### src/sv/encoder_speed_pi_smoothed_top_defines.svh
// assertion macros shared by the encoder speed pi controller rtl
// no dependencies; included by the files that carry assertions
`ifndef ENCODER_SPEED_PI_SMOOTHED_TOP_DEFINES_SVH
`define ENCODER_SPEED_PI_SMOOTHED_TOP_DEFINES_SVH

// same-cycle implication
`define ESPIS_ASSERT_IMP(label, clk, rst_n, ante, cons) \
    label: assert property (@(posedge clk) disable iff (!rst_n) (ante) |-> (cons)) \
        else $error("espis assertion failed");

// next-cycle implication
`define ESPIS_ASSERT_NXT(label, clk, rst_n, ante, cons) \
    label: assert property (@(posedge clk) disable iff (!rst_n) (ante) |=> (cons)) \
        else $error("espis assertion failed");

`endif

### src/sv/espis_pkg.sv
// types, codes and saturation helper for the encoder speed pi controller
// no dependencies
package espis_pkg;

    localparam int WIDE_W = 66;
    localparam int OP_W   = 33;
    localparam int DIV_W  = 40;
    localparam int CNT_W  = $clog2(DIV_W);

    typedef logic signed [WIDE_W-1:0] t_wide;
    typedef logic signed [OP_W-1:0]   t_op;

    localparam logic OP_UPDATE = 1'b0;
    localparam logic OP_TICK   = 1'b1;

    typedef enum logic [2:0] {
        REG_SPEED_OFFSET     = 3'd0,
        REG_SPEED_SCALE      = 3'd1,
        REG_VELOCITY_SCALE   = 3'd2,
        REG_GAIN_P           = 3'd3,
        REG_GAIN_I           = 3'd4,
        REG_SMOOTHING_PERIOD = 3'd5
    } t_reg_idx;

    typedef struct packed {
        logic               operation;
        logic [15:0]        left_counter;
        logic [15:0]        right_counter;
        logic signed [31:0] extra_setpoint;
        logic signed [31:0] velocity_cmd;
        logic [5:0]         phase_index;
    } t_in_word;

    typedef struct packed {
        logic signed [31:0] measured_speed;
        logic signed [31:0] control_output;
        logic               saturated;
    } t_out_word;

    typedef struct packed {
        logic [2:0]  reg_index;
        logic [31:0] reg_data;
    } t_cfg_word;

    typedef struct packed {
        logic             start;
        logic [DIV_W-1:0] dividend;
        logic [5:0]       divisor;
    } t_div_req;

    typedef struct packed {
        logic             done;
        logic [DIV_W-1:0] quotient;
    } t_div_rsp;

    typedef struct packed {
        logic               clip;
        logic signed [31:0] val;
    } t_sat;

    localparam t_wide SAT_MAX = t_wide'(64'sd2147483647);
    localparam t_wide SAT_MIN = t_wide'(-64'sd2147483648);

    function automatic t_sat sat32(input t_wide x);
        t_sat r;
        if (x > SAT_MAX) begin
            r.clip = 1'b1;
            r.val  = 32'sh7FFF_FFFF;
        end else if (x < SAT_MIN) begin
            r.clip = 1'b1;
            r.val  = 32'sh8000_0000;
        end else begin
            r.clip = 1'b0;
            r.val  = x[31:0];
        end
        return r;
    endfunction

endpackage

### src/sv/espis_mul.sv
// shared signed 33x33 multiplier with registered product
// depends on espis_pkg
module espis_mul import espis_pkg::*; (
    input  logic  i_clk,
    input  t_op   i_a,
    input  t_op   i_b,
    output t_wide o_p
);
    t_wide r_p;

    always_ff @(posedge i_clk) begin
        r_p <= i_a * i_b;
    end

    assign o_p = r_p;
endmodule

### config.mk
export PLATFORM = sky130hd
export DESIGN_NAME = espis_mul
export DESIGN_NICKNAME = d
export VERILOG_FILES = /design/src/sv/encoder_speed_pi_smoothed_top_defines.svh /design/src/sv/espis_pkg.sv /design/src/sv/espis_mul.sv
export SDC_FILE = /design/constraint.sdc
export NUM_CORES = 2
export LEC_CHECK = 0
export BUFFER_PORTS_ARGS = -buffer_cell sky130_fd_sc_hd__buf_2
export CAP_MARGIN = 10
export CORE_MARGIN = 10
export CORE_UTILIZATION = 60
export DETAILED_ROUTE_END_ITERATION = 16
export PLACE_DENSITY = 0.81
export SLEW_MARGIN = 20
export SYNTH_ARGS = -nofsm -noshare
export SYNTH_HDL_FRONTEND = slang
export SYNTH_SLANG_ARGS = --single-unit
### constraint.sdc
create_clock -name i_clk -period 10.2 [get_ports i_clk]
set_input_delay 3.06 -clock i_clk [delete_from_list [all_inputs] [get_ports i_clk]]
set_output_delay 3.06 -clock i_clk [all_outputs]
set_load 0.05 [all_outputs]
==> results.sh <==
export IMPL_synthesis_nets=5767
export IMPL_grt_util_all_layers=0.3011
export IMPL_gr_total_overflow=0
export IMPL_drc=0
export IMPL_fmax_mhz=99.19
export IMPL_final_nets=6011
export IMPL_endpoint_kind="flip-flop"
export IMPL_globalRouteMet1Util=0.3601
export IMPL_synth_area_um2=40730
export IMPL_synth_cell_types=80
export IMPL_largest_reg_flops=66
export IMPL_antenna_found_initial=11
export IMPL_cts_sinks=66
export IMPL_root_buffer="clkbuf_16"
export IMPL_clk_pin_slew_worst_paths_ns=0.06
export IMPL_required_ns=10.46
export IMPL_drt_iter0_drc=2389
export IMPL_die_h_um=280.6
export IMPL_die_width_um=280.6
export IMPL_synth_cells=4338
export IMPL_use_met3=0.06169
export IMPL_htreeDepth=3
export IMPL_slew_viol_final=0
export IMPL_status="completed"
export IMPL_wl_per_cell_um=20.49
export IMPL_grt_met2_usage=0.5068
export IMPL_period_needed_ns=10.08
export IMPL_cts_buffers=9
export IMPL_yosys_register_bits=66
export IMPL_synth_flop_cell="dfxtp_1"
export IMPL_vias=30173
export IMPL_grt_max_degree=33
export IMPL_wl_mm=112.0
export IMPL_setup_violations=0
export IMPL_std_cell_rows=95
export IMPL_drtAntennaViolNets=0
export IMPL_path_class="in -> reg"
export IMPL_core_area_um2=67280
export IMPL_design_area_um2=44950
export IMPL_dpl_cell_area_um2=44460
export IMPL_fin_cells=5465
export IMPL_cap_violations=0
export IMPL_cp_arrival_ns=10.35
export IMPL_slew_headroom=0.5782
export IMPL_worst_setup_path_start_kind="primary input"
export IMPL_cts_tree="built"
export IMPL_fin_crit_sh=0.9884
export IMPL_gp_congestion=0.9647
export IMPL_start_util=0.6055
export IMPL_io_pin_count=133
export IMPL_synth_simple_area_share=0.1578
export IMPL_ys_seq_area_frac=0.03244
export IMPL_globalRoute_busiestLayer="met2"
export IMPL_vias_per_cell=5.521
export IMPL_synth_warnings=0
export IMPL_portBuffers=132
export IMPL_clockBufferDepth=2
export IMPL_synthAdderAreaFrac=0.6294
export IMPL_first_global_vias=33959
export IMPL_async_flop_share=0
export IMPL_grt_pass1_wl_mm=183.5
export IMPL_hold_viol=0
export IMPL_dieArea_um2=78710
export IMPL_hold_buffers=0
export IMPL_synth_mux_area_fraction=0
export IMPL_synth_compound_area_share=0.04067
export IMPL_synth_edf_count=0
export IMPL_first_pass_iters=7
export IMPL_final_layout_size_suffix_gt1_frac=0.1149
export IMPL_worst_path_max_fanout=11
export IMPL_place_inst=5441
export IMPL_synth_top_family_by_area="adder cells"
export IMPL_synthXorXnorAreaFrac=0.01462
export IMPL_whs_path_depth=4
export IMPL_worstMarginPinSlew_ns=0.6327
export IMPL_hold_class="in -> reg"
export IMPL_syn_area_per_cell_um2=9.390
export IMPL_area_growth_pct=10.35
export IMPL_dp_hpwl_mm=99.08
[routing by layer]
metal | routed length, µm | up-vias
li1 | - | 12819
met1 | 39060 | 15486
met2 | 56170 | 1485
met3 | 9492 | 375
met4 | 7200 | 8
met5 | 57 | -
[worst max-delay path, cell delays in order]
cell and delay, ns:
buf_2 0.20, buf_4 0.18, and2_1 0.16, fa_1 0.52
fa_1 0.56, inv_1 0.06, fa_1 0.54, inv_1 0.05
fa_1 0.49, fa_2 0.64, fa_1 0.45, fa_1 0.50
inv_1 0.05, fa_1 0.50, inv_1 0.05, ha_1 0.33
a21oi_2 0.20, buf_4 0.15, nand2_1 0.05, or3_4 0.37
o311ai_4 0.54, nand3_2 0.27, a211oi_1 0.33, a311oi_1 0.08
[metrics by stage]
stage	util	TNS, ns	setup slack [ns]	hold slack [ns]
global route	0.6681	-0.01936	-0.01936	3.262
global placement	0.6608	-1.669	-0.3408	3.531
detailed placement	0.6608	-3.297	-0.4297	3.530
finish	0.6681	0	0.1187	3.234
CTS	0.6658	0	0.06640	3.223
floorplan	-	0	0.1228	3.187
[kinds of logic (layout without fill, tap and decap cells)]
kind of cell / Yosys count / in the layout
AOI/OAI and AO/OA: 219 / 219
other: 0 / 5
buffers and inverters: 1352 / 1601
adders and majority gates: 1362 / 1362
and+or+nand+nor: 1271 / 1271
DFF: 66 / 66
xor gates and xnor gates: 68 / 68
[synth_stat cells, types with 3 or more instances]
cell      count  share of area
nor2_1       68         0.0063
inv_1      1131           0.10
and4_1        5         0.0011
ha_1        217          0.067
or2_2         3        0.00046
nand2b_1     12         0.0018
a31oi_1       8         0.0012
o21ai_0      25         0.0031
o211ai_1      4        0.00074
and3_1        5        0.00077
nor3_1        7        0.00086
a21o_1       36         0.0066
buf_2        11         0.0014
xor2_1       25         0.0054
o31ai_4       3         0.0016
o21bai_1     11         0.0020
o21ai_1       6        0.00074
o21a_1        6         0.0011
nor2b_1       5        0.00077
clkbuf_1    208          0.019
nand3_1      25         0.0031
nand4_1      11         0.0017
fa_1       1145           0.56
dfxtp_1      66          0.032
a21oi_2       3        0.00065
xnor2_1      43         0.0092
and2_1      562          0.086
a211o_1       6         0.0013
a211oi_1      7         0.0013
a21oi_1      57         0.0070
or3_1         3        0.00046
nand2_1     551          0.051
a211oi_2      3        0.00092
[timing repair]
action                     in CTS  in global routing
setup endpoints to repair       2                 20
pin swaps                       0                  6
gates resized for setup         1                 31
cloned                          0                  0
buffers inserted                0                  3
[final cells by class]
cell class,instances,area (µm²)
antenna,5,12.51
clock buffer,10,239.0
clock inverter,6,90.09
fill,5035,22330
inverter,1131,4245
multi-input combinational,2920,34410
sequential,66,1321
tap,873,1092
timing repair buffer,454,3536
[path summary, 6_finish.rpt]
check                   start  endpoint  slack [ns]
worst min-delay path   i_b[1]    o_p[1]        3.23
worst max-delay path  i_a[22]   o_p[64]        0.12
[layout by cell type (no fill, tap or decap), types with 4 or more instances in the layout]
cell	instances
a211o_1	6
a211oi_1	7
a21o_1	36
a21oi_1	52
a21oi_2	8
a31oi_1	7
and2_1	562
and3_1	5
and4_1	5
buf_12	35
buf_2	124
buf_4	287
clkbuf_16	9
clkbuf_4	8
dfxtp_1	66
diode_2	5
fa_1	1139
fa_2	6
ha_1	217
inv_1	1131
nand2_1	551
nand2b_1	12
nand3_1	24
nand4_1	11
nor2_1	66
nor2b_1	5
nor3_1	6
o211ai_1	4
o21a_1	6
o21ai_0	23
o21ai_1	8
o21bai_1	11
xnor2_1	43
xor2_1	25
Power is left out: the tool's default activity adds up to more than one toggle a clock period on the data nets, which glitch-free logic cannot reach.
