## config.mk

```make
export PLATFORM = sky130hd
export DESIGN_NAME = espis_div
export DESIGN_NICKNAME = d
export VERILOG_FILES = /design/src/sv/espis_pkg.sv /design/src/sv/espis_div.sv
export VERILOG_INCLUDE_DIRS = /design/src /design/src/sv
export SDC_FILE = /design/constraint.sdc
export NUM_CORES = 1
export LEC_CHECK = 0
export BUFFER_PORTS_ARGS = -buffer_cell sky130_fd_sc_hd__buf_2
export CAP_MARGIN = 15
export CELL_PAD_IN_SITES_DETAIL_PLACEMENT = 0
export CELL_PAD_IN_SITES_GLOBAL_PLACEMENT = 2
export CORE_ASPECT_RATIO = 0.5
export CORE_MARGIN = 10
export CORE_UTILIZATION = 30
export DETAILED_ROUTE_END_ITERATION = 10
export PLACE_DENSITY = 0.83
export SETUP_SLACK_MARGIN = 0.2
export SLEW_MARGIN = 15
export SYNTH_ARGS = -nofsm -noshare
export SYNTH_HDL_FRONTEND = slang
export SYNTH_SLANG_ARGS = --single-unit
```

## constraint.sdc

```tcl
create_clock -name i_clk -period 1.85 [get_ports i_clk]
set_clock_uncertainty 0.1 [all_clocks]
set_input_delay 0.0925 -clock i_clk [delete_from_list [all_inputs] [get_ports i_clk]]
set_output_delay 0.0925 -clock i_clk [all_outputs]
set_load 0.01 [all_outputs]
```

## src/sv/encoder_speed_pi_smoothed_top_defines.svh

```systemverilog
// assertion macros shared by the encoder speed pi controller rtl
// no dependencies; included by the files that carry assertions
`ifndef ENCODER_SPEED_PI_SMOOTHED_TOP_DEFINES_SVH
`define ENCODER_SPEED_PI_SMOOTHED_TOP_DEFINES_SVH

// same-cycle implication
`define ESPIS_ASSERT_IMP(label, clk, rst_n, ante, cons) \
    label: assert property (@(posedge clk) disable iff (!rst_n) (ante) |-> (cons)) \
        else $error("espis assertion failed");

// next-cycle implication
`define ESPIS_ASSERT_NXT(label, clk, rst_n, ante, cons) \
    label: assert property (@(posedge clk) disable iff (!rst_n) (ante) |=> (cons)) \
        else $error("espis assertion failed");

`endif

```

## src/sv/espis_pkg.sv

```systemverilog
// types, codes and saturation helper for the encoder speed pi controller
// no dependencies
package espis_pkg;

    localparam int WIDE_W = 66;
    localparam int OP_W   = 33;
    localparam int DIV_W  = 40;
    localparam int CNT_W  = $clog2(DIV_W);

    typedef logic signed [WIDE_W-1:0] t_wide;
    typedef logic signed [OP_W-1:0]   t_op;

    localparam logic OP_UPDATE = 1'b0;
    localparam logic OP_TICK   = 1'b1;

    typedef enum logic [2:0] {
        REG_SPEED_OFFSET     = 3'd0,
        REG_SPEED_SCALE      = 3'd1,
        REG_VELOCITY_SCALE   = 3'd2,
        REG_GAIN_P           = 3'd3,
        REG_GAIN_I           = 3'd4,
        REG_SMOOTHING_PERIOD = 3'd5
    } t_reg_idx;

    typedef struct packed {
        logic               operation;
        logic [15:0]        left_counter;
        logic [15:0]        right_counter;
        logic signed [31:0] extra_setpoint;
        logic signed [31:0] velocity_cmd;
        logic [5:0]         phase_index;
    } t_in_word;

    typedef struct packed {
        logic signed [31:0] measured_speed;
        logic signed [31:0] control_output;
        logic               saturated;
    } t_out_word;

    typedef struct packed {
        logic [2:0]  reg_index;
        logic [31:0] reg_data;
    } t_cfg_word;

    typedef struct packed {
        logic             start;
        logic [DIV_W-1:0] dividend;
        logic [5:0]       divisor;
    } t_div_req;

    typedef struct packed {
        logic             done;
        logic [DIV_W-1:0] quotient;
    } t_div_rsp;

    typedef struct packed {
        logic               clip;
        logic signed [31:0] val;
    } t_sat;

    localparam t_wide SAT_MAX = t_wide'(64'sd2147483647);
    localparam t_wide SAT_MIN = t_wide'(-64'sd2147483648);

    function automatic t_sat sat32(input t_wide x);
        t_sat r;
        if (x > SAT_MAX) begin
            r.clip = 1'b1;
            r.val  = 32'sh7FFF_FFFF;
        end else if (x < SAT_MIN) begin
            r.clip = 1'b1;
            r.val  = 32'sh8000_0000;
        end else begin
            r.clip = 1'b0;
            r.val  = x[31:0];
        end
        return r;
    endfunction

endpackage

```

## src/sv/espis_div.sv

```systemverilog
// restoring divider, one quotient bit per cycle, unsigned dividend by 6-bit divisor
// depends on espis_pkg and the assertion macro header
`include "encoder_speed_pi_smoothed_top_defines.svh"

module espis_div import espis_pkg::*; (
    input  logic     i_clk,
    input  logic     i_rst_n,
    input  t_div_req i_req,
    output t_div_rsp o_rsp
);
    localparam logic [CNT_W-1:0] CNT_LAST = CNT_W'(DIV_W - 1);

    logic             r_busy;
    logic             r_done;
    logic [CNT_W-1:0] r_cnt;
    logic [5:0]       r_rem;
    logic [5:0]       r_divisor;
    logic [DIV_W-1:0] r_q;

    logic [6:0] w_cand;
    logic       w_ge;

    always_comb begin
        w_cand = {r_rem, r_q[DIV_W-1]};
        w_ge   = (w_cand >= {1'b0, r_divisor});
    end

    always_ff @(posedge i_clk) begin
        if (!i_rst_n) begin
            r_busy <= 1'b0;
            r_done <= 1'b0;
            r_cnt  <= '0;
        end else begin
            r_done <= r_busy && !i_req.start && (r_cnt == CNT_LAST);
            if (i_req.start) begin
                r_busy <= 1'b1;
                r_cnt  <= '0;
            end else if (r_busy) begin
                r_cnt <= r_cnt + 1'b1;
                if (r_cnt == CNT_LAST) begin
                    r_busy <= 1'b0;
                end
            end
        end
    end

    always_ff @(posedge i_clk) begin
        if (i_req.start) begin
            r_rem     <= '0;
            r_divisor <= i_req.divisor;
            r_q       <= i_req.dividend;
        end else if (r_busy) begin
            r_rem <= w_ge ? 6'(w_cand - {1'b0, r_divisor}) : w_cand[5:0];
            r_q   <= {r_q[DIV_W-2:0], w_ge};
        end
    end

    assign o_rsp.done     = r_done;
    assign o_rsp.quotient = r_q;

    `ESPIS_ASSERT_IMP(a_start_when_idle, i_clk, i_rst_n, i_req.start, !r_busy)
    `ESPIS_ASSERT_IMP(a_done_after_busy, i_clk, i_rst_n, r_done, $past(r_busy) && !r_busy)
endmodule

```

==> impl_metrics.ini, run 1 <==
[route]
postRouteAntennaNets = 0
drc = 0
routed_via_density = 4.48
vias = 2162
drt-initial-drc-count = 71
wl_per_cell_um = 15.1
drt_first_pass_iters = 4
wl_um = 7320

[layout]
nNetsFinal = 419
final_cell_mix = 89 x buf_2, 47 x dlygate4sd3_1, 46 x edfxtp_1
finalCoreUtilization_pct = 49.0
fillers = 786
layoutNonFillerInstCount = 483
syn2layout_area_growth_pct = 57.1
diodes = 0
final_common_cell = buf_2
drive_gt1_share_pct = 48.6

[timing]
timing.final.hold_violations = 0
grt_setup_unrepaired = true
fin_crit_sh_pct = 108
fmax_mhz = 499
post-route-min-period_ns = 2.01
maxSlewViolCount = 0
relSlewSlack_pct = 80.1
fin_ws_ns = -0.155
fin_setup_tns_ns = -0.526
worst_pin_slew_ns = 0.295
setup_viol = 7

[hold_path]
whs_path_depth = 3
hp-start = i_req[46]
min_to = r_rem[5]
min-delay-path-class = in -> reg

[cts]
cts.sinks = 60
cts_tree = built
clockBufferDepth = 2
clk_pin_slew_ns = 0.05
clk_latency_ns = 0.32
h-tree-depth = 3
cts-root-buf = clkbuf_16
cts_buffers = 9

[yosys]
syn_area_per_cell_um2 = 13.8
synth_cells = 199
yosys-mux-area-fraction_pct = 18.2
synth_area_um2 = 2750
ys_seq_area_share_pct = 60.3
synth_fa_ha_area_share_pct = 4.36
ys_types = 34
yosys_warnings = 0
synth_compound_area_share_pct = 5.68
synth_seq_cells = 60
synth-xor-area-share_pct = 2.23
synth_top_family_by_area = multiplexers
syn_nets = 257
yosys.area_share.simple_pct = 6.04

[setup_path]
worstReg2RegEnd = r_q[0]
r2r_cells = 6
r2r_setup_slack_ns = -0.16
start_kind = register
required_ns = 1.82
cp_max_fo = 5
crit_arrival_ns = 1.98
worstSetupPathType = reg -> reg
endpoint_kind = register
timing.rr.start = r_divisor[4]

[placed_design]
gp_congestion = 0.782
place_inst = 418
pre_cts_ws_ns = -0.207
dp_hpwl_um = 5180
portBuffers = 89

[floorplan]
initial_core_util_pct = 31.2
die_area_um2 = 13600
rows = 24
pin_count = 90
die-width_um = 155
core_um2 = 8830
chipHeight_um = 87.8

[global_routing]
gr-total-overflow = 0
grt_usage_pct = 10.4
grt_pass1_wl_um = 11200
gr-usage-met3_pct = 3.38
grt_pass1_vias = 2245
top_usage_layer = met2
grt_start_max_net_pins = 41
use_met1_pct = 9.78
antenna_found_initial = 0
use_met2_pct = 20.5

[pwr]
power.leakage_nw = 1.83
peakVddDrop_uv = 428
power.total_mw = 4.03
power.density_nw_per_um2 = 932

[outcome]
status = finished with violations
violations = negative setup slack

[flow_run]
maxCapViolCount = 0
==> layout make-up <==
type | count | area (um2) | share of cell area, %
clock buffers | 13 | 272 | 6.28
clock inverters | 3 | 17.5 | 0.405
inverters | 11 | 41.3 | 0.955
repair buffers | 159 | 1110 | 25.7
flip-flops and latches | 60 | 1660 | 38.4
multi-input cells | 120 | 1070 | 24.8
well taps | 117 | 146 | 3.38
==> flip-flops by register name (all words and copies together), names as in the netlist <==
name       count
r_busy         1
r_cnt          6
r_divisor      6
r_done         1
r_q           40
r_rem          6
==> how the worst max path moves through the flow <==
| stage | start | endpoint | slack [ns] | cells past startpoint |
|---|---|---|---|---|
| detailed placement | r_divisor[4] | r_q[0] | -0.21 | 6 |
| global placement | r_divisor[4] | r_q[0] | -0.21 | 6 |
| CTS | r_divisor[4] | r_q[0] | -0.14 | 6 |
| finish | r_divisor[4] | r_q[0] | -0.16 | 6 |
| floorplan | r_divisor[4] | r_q[0] | -0.13 | 7 |
| global route | r_divisor[4] | r_q[0] | -0.21 | 6 |
==> cell usage after synthesis (all sizes together) <==
cell	number	area, um2
nor3b	1	7.51
nand3	2	10.0
buf	4	26.3
o311a	1	11.3
mux2	41	462
a22oi	1	7.51
ha	8	100
xor2	5	43.8
a21o	1	7.51
mux2i	4	40.0
dfxtp	14	280
clkbuf	5	18.8
a211oi	4	35.0
or3	1	6.26
edfxtp	46	1380
a41o	1	10.0
nand4	3	18.8
xnor2	2	17.5
fa	1	20.0
nand2b	2	12.5
nor3	1	5.00
inv	11	41.3
nor2b	3	18.8
o311ai	1	8.76
nand2	6	22.5
nand4b	1	8.76
a21oi	7	35.0
o21ai	5	25.0
o21a	1	7.51
a211o	1	8.76
nor2	15	56.3
==> worst max-delay path: stages, from the launching register on <==
cell	delay [ns]
edfxtp_1	0.37
inv_2	0.08
ha_4	0.20
a21o_1	0.18
a211o_1	0.29
a41o_4	0.29
mux2_4	0.26
==> routing by layer <==
metal,vias up,share of wire (%)
li1,1062,-
met1,1049,37
met2,36,58
met3,15,2.5
met4,0,2.6
met5,-,0
==> per-stage QoR <==
stage          area, um2  hold slack [ns]
2_1_floorplan       2790           0.0914
3_3_place_gp        3530            0.169
3_5_place_dp        3530            0.171
4_1_cts             4300            0.107
5_1_grt             4330            0.130
6_report            4330            0.115
==> report_power, final <==
group	total, mW	switching [mW]	internal [mW]
Combinational	0.783	0.357	0.426
Clock	1.58	0.556	1.02
Sequential	1.67	0.0619	1.61
==> cell families (layout without fill, tap and decap cells) <==
logic type      count (synthesis)  count (layout)
xor+xnor                        7               7
compound gates                 23              24
buf+inv                        20             186
fa+ha+maj                       9               9
mux                            45              45
simple gates                   35              35
flops                          60              60
==> timing repair <==
item / in CTS / in global routing
endpoints found under the setup margin: 7 / 7
gates resized for setup: 2 / 2
hold endpoints to repair: 47 / 0
hold buffers: 47 / 0
setup buffers: 1 / 0
cloned: 0 / 1
pin swaps: 5 / 2
(Power assumes the default switching activity.)
==> run 2, diff against run 1 <==
Settings changed: CTS_BUF_LIST set to sky130_fd_sc_hd__clkbuf_16, SETUP_SLACK_MARGIN 0.2 to 0.5.
==> run 2 against run 1 <==
The run still ends with negative setup slack left. Sequential cell count unchanged. Via count down 0.83%. Sequential share of layout area down 0.51 points. Critical path depth up 1. Routed wire length up 2.2%. First-iteration DRC count down 17%. Power up 6.9%. Maximum frequency down 3.2%. Non-clock buffer count up 2. Critical path type unchanged. Largest cell class unchanged. Largest power group is now clock.
==> impl_metrics.ini, run 2 (synthesized netlist as in run 1, its figures left out) <==
[outcome]
status = finished with violations
violations = negative setup slack

[layout]
syn2layout_area_growth_pct = 59.3
largest_register_ffs = 40
finalCoreUtilization_pct = 49.7
final_common_cell = buf_2
nNetsFinal = 420
drive_gt1_share_pct = 49.3
layoutNonFillerInstCount = 485
largest-register = r_q
fillers = 785
final_cell_mix = 89 x buf_2, 47 x dlygate4sd3_1, 46 x edfxtp_1

[pwr]
power.density_nw_per_um2 = 982
pwr-share-comb_pct = 18.3
power.leakage_nw = 1.87
netSwitchingPower_mw = 0.962
pwr-share-seq_pct = 38.8
p_int_mw = 3.34
power.total_mw = 4.31
peakVddDrop_uv = 433
clkPwrFrac_pct = 42.9
switching_share_pct = 22.3

[setup_path]
path_buf_inv = 2
cp_top_family = compound AO/OA/AOI/OAI gates
required_ns = 1.82
worstSetupPathType = reg -> reg
slowest_stage = edfxtp_1
cp_max_fo = 2
cpPeakStageDelay_ns = 0.37
crit_arrival_ns = 2.04
crit_chain = inv_2 > ha_4 > a21o_1 > a211o_1 > a41o_1 > buf_4 > mux2_4
start_kind = register
endpoint_kind = register

[timing]
grt_setup_unrepaired = true
worst_pin_slew_ns = 0.272
maxSlewViolCount = 0
setup_viol = 7
relSlewSlack_pct = 81.9
timing.final.hold_violations = 0
fmax_mhz = 483
fin_crit_sh_pct = 112
fin_ws_ns = -0.222
post-route-min-period_ns = 2.07

[route]
postRouteAntennaNets = 0
routed_via_density = 4.42
wl_per_cell_um = 15.4
drc = 0
drt_first_pass_iters = 4
vias = 2144
drt-initial-drc-count = 59
wl_um = 7480

[floorplan]
die_area_um2 = 13600
core_um2 = 8830
die-width_um = 155
chipHeight_um = 87.8
initial_core_util_pct = 31.2
rows = 24
pin_count = 90

[cts]
clk_pin_slew_ns = 0.05
cts_buffers = 9
clk_latency_ns = 0.32
cts_tree = built
cts-root-buf = clkbuf_16
h-tree-depth = 3
clockBufferDepth = 2
cts.sinks = 60

[global_routing]
antenna_found_initial = 0
grt_pass1_wl_um = 11600
grt_start_max_net_pins = 40
gr-total-overflow = 0
grt_pass1_vias = 2277
grt_usage_pct = 11.0

[placed_design]
gp_congestion = 0.781
place_inst = 418
portBuffers = 89
dp_hpwl_um = 5370

[flow_run]
maxCapViolCount = 0

[hold_path]
min-delay-path-class = in -> reg
## run 2: worst min-delay path, delay by kind of cell
kind / cells / cell delay (ns)
buf+inv: 2 / 0.36
compound gates: 1 / 0.05
## run 2: cell type report
cell class,instances,area [um2],share of cell area [%]
inverter,11,41.3,0.941
timing repair buffer,161,1140,26.1
tap,117,146,3.34
clock inverter,7,106,2.42
multi-input combinational,119,1060,24.1
clock buffer,9,225,5.13
sequential,60,1660,37.9
antenna,1,2.50,0.0570
## run 2: power by group through the flow
stage	clock network, mW	logic [mW]	registers, mW
finish	1.85	0.790	1.67
global route	1.96	0.859	1.69
CTS	1.90	0.781	1.67
detailed placement	0	0.697	1.70
global placement	0	0.683	1.69
floorplan	0	0.339	1.74
## run 2: layer usage
metal	GRT usage, %	vias up	share of wire, %	wire, um
li1	-	1061	-	-
met1	10.1	1034	36	2690
met2	21.3	30	58	4350
met5	0	-	0	0
met4	5.83	0	3.3	243
met3	3.77	19	2.5	187
## run 2: final timing paths
check / from / end / slack, ns / cells after the start
worst min-delay path: i_req[46] / r_rem[5] / 0.14 / 3
worst min register to register: r_cnt[5] / r_done / 0.43 / 2
worst max-delay path: r_divisor[4] / r_q[0] / -0.22 / 7
worst max register to register: r_divisor[4] / r_q[0] / -0.22 / 7
## run 2: timing repair
item	in CTS	in global routing
hold endpoints to repair	47	0
buffers inserted	1	2
hold buffers	47	0
endpoints found under the setup margin	8	8
gates cloned	0	0
resized for setup	0	7
## run 2: through the flow
step | hold WS [ns] | setup TNS [ns] | setup WS (ns) | area (um2)
floorplan | 0.0914 | -0.274 | -0.135 | 2790
global placement | 0.169 | -0.698 | -0.145 | 3540
detailed placement | 0.171 | -0.961 | -0.217 | 3540
CTS | 0.114 | -1.05 | -0.219 | 4350
global route | 0.144 | -1.65 | -0.289 | 4380
finish | 0.135 | -1.10 | -0.222 | 4390
